### src/rtl/stoi_pkg.sv
package stoi_pkg;

   localparam int MAX_SYMBOLS_DEF = 16;
   localparam int SYM_W           = 8;
   localparam int SYM_IDX_W       = 4;
   localparam int LEN_W           = 5;
   localparam int CFG_W           = 64;
   localparam int CSR_IDX_W       = 2;
   localparam int VALUE_W         = 32;

   // Register indexes of the configuration port
   localparam logic [CSR_IDX_W-1:0] CSR_SYM_LO = 2'd0;
   localparam logic [CSR_IDX_W-1:0] CSR_SYM_HI = 2'd1;
   localparam logic [CSR_IDX_W-1:0] CSR_LENGTH = 2'd2;

   // Character codes
   localparam logic [SYM_W-1:0] CHAR_NUL   = 8'd0;
   localparam logic [SYM_W-1:0] CHAR_TAB   = 8'd9;
   localparam logic [SYM_W-1:0] CHAR_CR    = 8'd13;
   localparam logic [SYM_W-1:0] CHAR_SPACE = 8'd32;
   localparam logic [SYM_W-1:0] CHAR_PLUS  = 8'h2B;
   localparam logic [SYM_W-1:0] CHAR_MINUS = 8'h2D;

   // Parser phases
   localparam logic [1:0] PH_SPACE = 2'd0;
   localparam logic [1:0] PH_SIGN  = 2'd1;
   localparam logic [1:0] PH_DIGIT = 2'd2;
   localparam logic [1:0] PH_DONE  = 2'd3;

   typedef struct packed {
      logic                 hit;
      logic [SYM_IDX_W-1:0] index;
   } match_type;

   typedef struct packed {
      logic                      emit;
      logic signed [VALUE_W-1:0] value;
      logic                      base_ok;
   } result_type;

endpackage

### src/rtl/stoi_alphabet.sv
module stoi_alphabet #(
   parameter int MAX_SYMBOLS = stoi_pkg::MAX_SYMBOLS_DEF
) (
   input  logic                                 clock,
   input  logic                                 reset,
   input  logic                                 csr_write_enable,
   input  logic [stoi_pkg::CSR_IDX_W-1:0]       csr_index,
   input  logic [stoi_pkg::CFG_W-1:0]           csr_data,
   input  logic [stoi_pkg::SYM_W-1:0]           character,
   output logic [stoi_pkg::LEN_W-1:0]           base_length,
   output logic                                 base_ok,
   output stoi_pkg::match_type                  match
);

   logic [stoi_pkg::CFG_W-1:0]     sym_lo_ff;
   logic [stoi_pkg::CFG_W-1:0]     sym_hi_ff;
   logic [stoi_pkg::LEN_W-1:0]     len_ff;
   logic [2*stoi_pkg::CFG_W-1:0]   sym_all;
   logic [stoi_pkg::SYM_W-1:0]     sym [MAX_SYMBOLS];

   always_ff @(posedge clock) begin
      if (reset) begin
         sym_lo_ff <= '0;
         sym_hi_ff <= '0;
         len_ff    <= '0;
      end else if (csr_write_enable) begin
         case (csr_index)
            stoi_pkg::CSR_SYM_LO: sym_lo_ff <= csr_data;
            stoi_pkg::CSR_SYM_HI: sym_hi_ff <= csr_data;
            stoi_pkg::CSR_LENGTH: len_ff    <= csr_data[stoi_pkg::LEN_W-1:0];
            default: ;
         endcase
      end
   end

   assign sym_all     = {sym_hi_ff, sym_lo_ff};
   assign base_length = len_ff;

   always_comb begin
      for (int k = 0; k < MAX_SYMBOLS; k++) begin
         sym[k] = sym_all[stoi_pkg::SYM_W*k +: stoi_pkg::SYM_W];
      end
   end

   // Alphabet check: length in range, every used symbol in 33..127 and no sign,
   // no symbol repeated
   always_comb begin
      base_ok = (len_ff >= stoi_pkg::LEN_W'(2)) &&
                (len_ff <= stoi_pkg::LEN_W'(MAX_SYMBOLS));
      for (int a = 0; a < MAX_SYMBOLS; a++) begin
         if (stoi_pkg::LEN_W'(a) < len_ff) begin
            if (sym[a] == stoi_pkg::CHAR_PLUS || sym[a] == stoi_pkg::CHAR_MINUS ||
                sym[a] <= stoi_pkg::CHAR_SPACE || sym[a][stoi_pkg::SYM_W-1]) begin
               base_ok = 1'b0;
            end
            for (int b = a + 1; b < MAX_SYMBOLS; b++) begin
               if (stoi_pkg::LEN_W'(b) < len_ff && sym[a] == sym[b]) begin
                  base_ok = 1'b0;
               end
            end
         end
      end
   end

   // First matching symbol wins: scan from the top so lower indexes override
   always_comb begin
      match = '0;
      for (int k = MAX_SYMBOLS - 1; k >= 0; k--) begin
         if (stoi_pkg::LEN_W'(k) < len_ff && sym[k] == character) begin
            match.hit   = 1'b1;
            match.index = stoi_pkg::SYM_IDX_W'(k);
         end
      end
   end

endmodule

### src/rtl/stoi_parser.sv
module stoi_parser (
   input  logic                            clock,
   input  logic                            reset,
   input  logic                            fire,
   input  logic [stoi_pkg::SYM_W-1:0]      character,
   input  stoi_pkg::match_type             match,
   input  logic [stoi_pkg::LEN_W-1:0]      base_length,
   input  logic                            base_ok,
   output stoi_pkg::result_type            result
);

   logic [1:0]                     phase_ff;
   logic [1:0]                     phase_in;
   logic                           negative_ff;
   logic                           negative_in;
   logic [stoi_pkg::VALUE_W-1:0]   acc_ff;
   logic [stoi_pkg::VALUE_W-1:0]   acc_in;
   logic [stoi_pkg::VALUE_W-1:0]   acc_next;
   logic                           is_space;
   logic                           is_sign;

   assign is_space = character inside {stoi_pkg::CHAR_SPACE,
                                       [stoi_pkg::CHAR_TAB:stoi_pkg::CHAR_CR]};
   assign is_sign  = (character == stoi_pkg::CHAR_PLUS) ||
                     (character == stoi_pkg::CHAR_MINUS);
   assign acc_next = stoi_pkg::VALUE_W'(acc_ff * stoi_pkg::VALUE_W'(base_length)) +
                     stoi_pkg::VALUE_W'(match.index);

   always_comb begin
      phase_in    = phase_ff;
      negative_in = negative_ff;
      acc_in      = acc_ff;
      if (fire) begin
         if (character == stoi_pkg::CHAR_NUL) begin
            phase_in    = stoi_pkg::PH_SPACE;
            negative_in = 1'b0;
            acc_in      = '0;
         end else if (phase_ff == stoi_pkg::PH_DONE) begin
            // drop trailing bytes
         end else if (phase_ff == stoi_pkg::PH_SPACE && is_space) begin
            // skip leading white space
         end else if ((phase_ff == stoi_pkg::PH_SPACE || phase_ff == stoi_pkg::PH_SIGN) &&
                      is_sign) begin
            phase_in = stoi_pkg::PH_SIGN;
            if (character == stoi_pkg::CHAR_MINUS) begin
               negative_in = ~negative_ff;
            end
         end else if (match.hit) begin
            phase_in = stoi_pkg::PH_DIGIT;
            acc_in   = acc_next;
         end else begin
            phase_in = stoi_pkg::PH_DONE;
         end
      end
   end

   always_ff @(posedge clock) begin
      if (reset) begin
         phase_ff    <= stoi_pkg::PH_SPACE;
         negative_ff <= 1'b0;
         acc_ff      <= '0;
      end else begin
         phase_ff    <= phase_in;
         negative_ff <= negative_in;
         acc_ff      <= acc_in;
      end
   end

   always_comb begin
      result.emit    = fire && (character == stoi_pkg::CHAR_NUL);
      result.base_ok = base_ok;
      if (!base_ok) begin
         result.value = '0;
      end else if (negative_ff) begin
         result.value = $signed(-acc_ff);
      end else begin
         result.value = $signed(acc_ff);
      end
   end

endmodule

### src/rtl/string_to_integer_any_base_unit.sv
// String-to-integer converter with a programmable digit alphabet. Feed one byte
// of a NUL-terminated string per transaction on req_; the NUL byte returns one
// transaction on rsp_ with the signed value (wrapped modulo 2^32) and base_ok.
// Leading white space is skipped, a run of '+'/'-' sets the sign (each '-' flips
// it), and digits accumulate as value * base + index until the first non-digit;
// later bytes are dropped. A byte enters every cycle unless stalled: it lands
// in an input register, the alphabet compare and the 32x5 multiply-add run in
// the next cycle, and a NUL loads its result into the result register on rsp_.
// The input stalls only when a NUL sits in the input register while a previous
// result is still held on rsp_. Load the alphabet via csr_ (index 0: symbols 0..7,
// index 1: symbols 8..15, index 2: length) only while no transaction is in
// flight; a string already under way continues with the new alphabet.
module string_to_integer_any_base_unit #(
   parameter int MAX_SYMBOLS = stoi_pkg::MAX_SYMBOLS_DEF
) (
   input  logic                                 clock,
   input  logic                                 reset,
   input  logic                                 req_valid,
   output logic                                 req_stall,
   input  logic [stoi_pkg::SYM_W-1:0]           req_character,
   output logic                                 rsp_valid,
   input  logic                                 rsp_stall,
   output logic signed [stoi_pkg::VALUE_W-1:0]  rsp_value,
   output logic                                 rsp_base_ok,
   input  logic                                 csr_write_enable,
   input  logic [stoi_pkg::CSR_IDX_W-1:0]       csr_index,
   input  logic [stoi_pkg::CFG_W-1:0]           csr_data
);

   // Input register
   logic                              in_valid_ff;
   logic                              in_valid_in;
   logic [stoi_pkg::SYM_W-1:0]        in_char_ff;
   // Result register
   logic                              rsp_valid_ff;
   logic                              rsp_valid_in;
   logic signed [stoi_pkg::VALUE_W-1:0] rsp_value_ff;
   logic                              rsp_base_ok_ff;

   logic                              accept;
   logic                              advance;
   logic                              rsp_free;
   logic [stoi_pkg::LEN_W-1:0]        base_length;
   logic                              base_ok;
   stoi_pkg::match_type               match;
   stoi_pkg::result_type              result;

   // A NUL needs a free result slot; any other byte only updates the parser
   assign rsp_free  = !rsp_valid_ff || !rsp_stall;
   assign advance   = in_valid_ff && (in_char_ff != stoi_pkg::CHAR_NUL || rsp_free);
   assign req_stall = in_valid_ff && !advance;
   assign accept    = req_valid && !req_stall;

   always_comb begin
      in_valid_in = in_valid_ff;
      if (accept) begin
         in_valid_in = 1'b1;
      end else if (advance) begin
         in_valid_in = 1'b0;
      end
   end

   always_ff @(posedge clock) begin
      if (reset) begin
         in_valid_ff <= 1'b0;
      end else begin
         in_valid_ff <= in_valid_in;
      end
   end

   always_ff @(posedge clock) begin
      if (accept) begin
         in_char_ff <= req_character;
      end
   end

   stoi_alphabet #(
      .MAX_SYMBOLS (MAX_SYMBOLS)
   ) u_alphabet (
      .clock            (clock),
      .reset            (reset),
      .csr_write_enable (csr_write_enable),
      .csr_index        (csr_index),
      .csr_data         (csr_data),
      .character        (in_char_ff),
      .base_length      (base_length),
      .base_ok          (base_ok),
      .match            (match)
   );

   stoi_parser u_parser (
      .clock       (clock),
      .reset       (reset),
      .fire        (advance),
      .character   (in_char_ff),
      .match       (match),
      .base_length (base_length),
      .base_ok     (base_ok),
      .result      (result)
   );

   // Hold the result until taken; load a new one when a NUL goes through
   always_comb begin
      rsp_valid_in = rsp_valid_ff;
      if (result.emit) begin
         rsp_valid_in = 1'b1;
      end else if (rsp_valid_ff && !rsp_stall) begin
         rsp_valid_in = 1'b0;
      end
   end

   always_ff @(posedge clock) begin
      if (reset) begin
         rsp_valid_ff <= 1'b0;
      end else begin
         rsp_valid_ff <= rsp_valid_in;
      end
   end

   always_ff @(posedge clock) begin
      if (result.emit) begin
         rsp_value_ff   <= result.value;
         rsp_base_ok_ff <= result.base_ok;
      end
   end

   assign rsp_valid   = rsp_valid_ff;
   assign rsp_value   = rsp_value_ff;
   assign rsp_base_ok = rsp_base_ok_ff;

endmodule

### config.mk
export PLATFORM = sky130hd
export DESIGN_NAME = string_to_integer_any_base_unit
export DESIGN_NICKNAME = d
export VERILOG_FILES = /design/src/rtl/stoi_pkg.sv /design/src/rtl/stoi_alphabet.sv /design/src/rtl/stoi_parser.sv /design/src/rtl/string_to_integer_any_base_unit.sv
export SDC_FILE = /design/constraint.sdc
export NUM_CORES = 2
export LEC_CHECK = 0
export BUFFER_PORTS_ARGS = -buffer_cell sky130_fd_sc_hd__buf_2
export CAP_MARGIN = 25
export CELL_PAD_IN_SITES_DETAIL_PLACEMENT = 0
export CELL_PAD_IN_SITES_GLOBAL_PLACEMENT = 2
export CORE_MARGIN = 5
export CORE_UTILIZATION = 36
export CTS_BUF_LIST = sky130_fd_sc_hd__clkbuf_2 sky130_fd_sc_hd__clkbuf_4 sky130_fd_sc_hd__clkbuf_8
export DETAILED_ROUTE_END_ITERATION = 10
export GPL_ROUTABILITY_DRIVEN = 0
export GPL_TIMING_DRIVEN = 0
export PLACE_DENSITY = 0.78
export SLEW_MARGIN = 20
export SYNTH_ARGS = -nofsm -noshare
export SYNTH_HDL_FRONTEND = slang
export SYNTH_SLANG_ARGS = --single-unit
### constraint.sdc
create_clock -name clock -period 5.24 [get_ports clock]
set_input_delay 0.524 -clock clock [delete_from_list [all_inputs] [get_ports clock]]
set_output_delay 0.524 -clock clock [all_outputs]
set_load 0.01 [all_outputs]
==> metrics <==
total CTS buffers 43; hpwl dp 101,000 um; routed vias/inst 5.87; hold depth 1; synth warn 0; largest net degree at the start of global routing 34; CTS tree yes; Worst setup EP type flop; max cap viols 0; mean area per synthesized cell 8.04 um2; H-tree Lvls 2; worst skew pair latency 670 ps; worst relative slew slack 0.161; hold endpoint in_char_ff[2]; status finished, violations left; core area 77,200 um2; met2 Use GR 0.509; wire per inst 30.3 um; top-area cell type share of the netlist area 0.188; standard-cell row count 102; Die W 289 um; number of synthesized register bits 211; Worst Tran Pin Value 1260 ps; Area contributors post-synth xnor2_1, xor2_1, dfxtp_1; critical path arrival 6000 ps; PortBufs 112; crit start category flop; Mapped Cells 3,481; minimum clock period 5440 ps; initial antenna violation count 3; Tcrit/Tclk final 1.04; ys flop type dfxtp_1; Clock Path Buffers 3; share of layout cells above drive strength 1 0.184; Worst-path clk slew 60 ps; vias in the first global route 27,000; die area 83,400 um2; met3 usage 0.0808; initial drt markers 3,413; syn_nets 3,709; cell area after synthesis 28,000 um2; Final #Nets 3,919; worst r2r dst u_parser.acc_ff[22]; total number of vias 28,000; First-pass DRT Iterations 6; Post-synth EDFFs 41; Crit Path Max Fanout 6; FF-to-FF setup slack -200 ps; Boundary Pins 114; Setup WS pre-CTS -1750 ps; min-delay src req_character[2]; final max-slew violation count 0; Filler Cell Count 8,101; hold slack 34.7 ps; worst endpoint required time 5800 ps; Pwr per Cell Area 171 nW/um2; routed wire length 144,000 um; first-pass GRT wire length 201,000 um; Crit Path Class reg -> reg; Synth area leader xnor2_1; clk root buf clkbuf_8; setup violators final 9; Total GRT Usage 0.333; Min-Delay Path Class in -> reg; Routed Antenna Nets 0; Final Hold Vio Count 0; Worst Skew 40.0 ps; most used routing layer met2; sequential fraction of the synthesis area 0.166; Yosys cell types 85; M1 GR Usage 0.425; Initial Utilization 0.362; aggregate global routing overflow 0; f_max 184 MHz; reg-to-reg startpoint u_alphabet.sym_hi_ff[15]; Lkg Pwr 14.2 nW; ys async rst share 0; FF/Latch Area 4640 um2; Area growth syn-to-layout 14.9%; Die Y-Extent 289 um; setup slack after layout -198 ps; Reg2Reg Depth 19; maximum vdd drop 177 uV; RSZ-0062 raised after global routing true; failing checks setup timing; area of the multi-input gates 21,400 um2; CTS sink count 211; DRC 0; final setup TNS -981 ps
kinds of logic (layout without fill, tap and decap cells):
| group | Yosys count | in the layout | synth area share |
|---|---|---|---|
| compound gates | 405 | 405 | 0.0909 |
| xor+xnor | 1130 | 1130 | 0.354 |
| fa+ha+maj | 149 | 149 | 0.0897 |
| buf+inv | 502 | 744 | 0.0902 |
| flops | 211 | 211 | 0.166 |
| mux | 15 | 15 | 0.00537 |
| other cells | 0 | 3 | 0 |
| simple gates | 1069 | 1069 | 0.205 |
cell usage after synthesis (66+ instances only):
cell type and count:
a21oi_1 174, buf_2 185, buf_4 102, clkbuf_1 82
dfxtp_1 170, fa_1 86, inv_1 108, nand2_1 395
nand4_1 143, nor2_1 72, nor3_1 66, nor4_1 156
xnor2_1 599, xor2_1 531
area by class of cell:
class	instances	area share
clock buffer	59	0.0237
tap	1040	0.0405
inverter	108	0.0126
buffer	390	0.0739
clock inverter	18	0.00565
timing repair buffer	169	0.0329
sequential	211	0.144
antenna	3	0.000234
multi-input combinational	2768	0.666
through the flow:
step | instance area, um2 | utilization | instances | total power, mW
6_report | 32100 | 0.416 | 4766 | 5.48
5_1_grt | 32100 | 0.416 | 4763 | 5.65
4_1_cts | 31700 | 0.411 | 4743 | 5.42
3_5_place_dp | 29900 | 0.388 | 4639 | 3.39
3_3_place_gp | 29800 | 0.387 | 4633 | 3.38
2_1_floorplan | 28000 | - | 3481 | 2.86
cell usage in the layout, fill, tap and decap left out, types with 41 or more instances in the layout:
cell / instances
and2_1: 63
nand2_1: 390
clkbuf_8: 53
clkbuf_1: 65
buf_4: 138
xnor2_1: 595
ha_1: 54
nor4_1: 150
edfxtp_1: 41
inv_1: 100
xor2_1: 530
fa_1: 84
dfxtp_1: 168
nor2_1: 72
buf_2: 285
a21oi_1: 169
nor3_1: 60
nand3_1: 57
nand4_1: 143
state kept, by name (all words and copies together) (netlist names):
name,cells
rsp_base_ok,1
u_alphabet.sym_lo_ff,64
in_char_ff,8
u_parser.negative_ff,1
u_parser.acc_ff,32
u_parser.phase_ff,2
in_valid_ff,1
rsp_valid,1
u_alphabet.sym_hi_ff,64
u_alphabet.base_length,5
rsp_value,32
worst max-delay path, cell delays in order (launching register included):
cell      delay (ps)
dfxtp_1          890
xor2_1           140
nor4_1           310
nand3_1          170
and4b_2          330
a21oi_4          210
fa_1             490
ha_4             290
inv_2             30
fa_2             550
fa_2             220
nor2b_2           50
o31a_1           290
o31ai_4          310
a21o_1           240
o21ai_4          100
buf_6            140
a311oi_2         270
xnor2_1          100
a22o_1           200
timing repair:
| item | in CTS | in global routing |
|---|---|---|
| resized for setup | 146 | 64 |
| hold buffers | 0 | 0 |
| pin swaps | 37 | 48 |
| endpoints found under the hold margin | 0 | 0 |
| setup buffers | 30 | 21 |
| cloned | 0 | 0 |
| endpoints found under the setup margin | 27 | 21 |
worst max-delay path by stage:
| stage | end | cells past startpoint | start | slack [ps] |
|---|---|---|---|---|
| floorplan | u_parser.acc_ff[29] | 19 | u_alphabet.base_length[4] | 4 |
| global placement | u_parser.acc_ff[30] | 20 | u_alphabet.base_length[3] | -2120 |
| detailed placement | u_parser.acc_ff[29] | 19 | u_alphabet.base_length[4] | -1750 |
| CTS | u_parser.acc_ff[30] | 20 | in_char_ff[5] | -180 |
| global route | u_parser.acc_ff[22] | 21 | in_char_ff[1] | -270 |
| finish | u_parser.acc_ff[22] | 19 | u_alphabet.sym_hi_ff[15] | -200 |
metal layers:
layer  part of all wire  vias up
met2               0.42     1879
met3               0.11      588
met5            0.00014        -
met4              0.078        2
li1                   -    12100
met1               0.39    13400
report_power, final:
group          leakage (nW)  switching (mW)  internal [mW]
clock network         0.496           0.875           1.10
logic                  12.0            1.13          0.667
registers              1.73          0.0186           1.69
total                  14.2            2.03           3.46
Note: power is estimated with default switching activity, not from simulation.
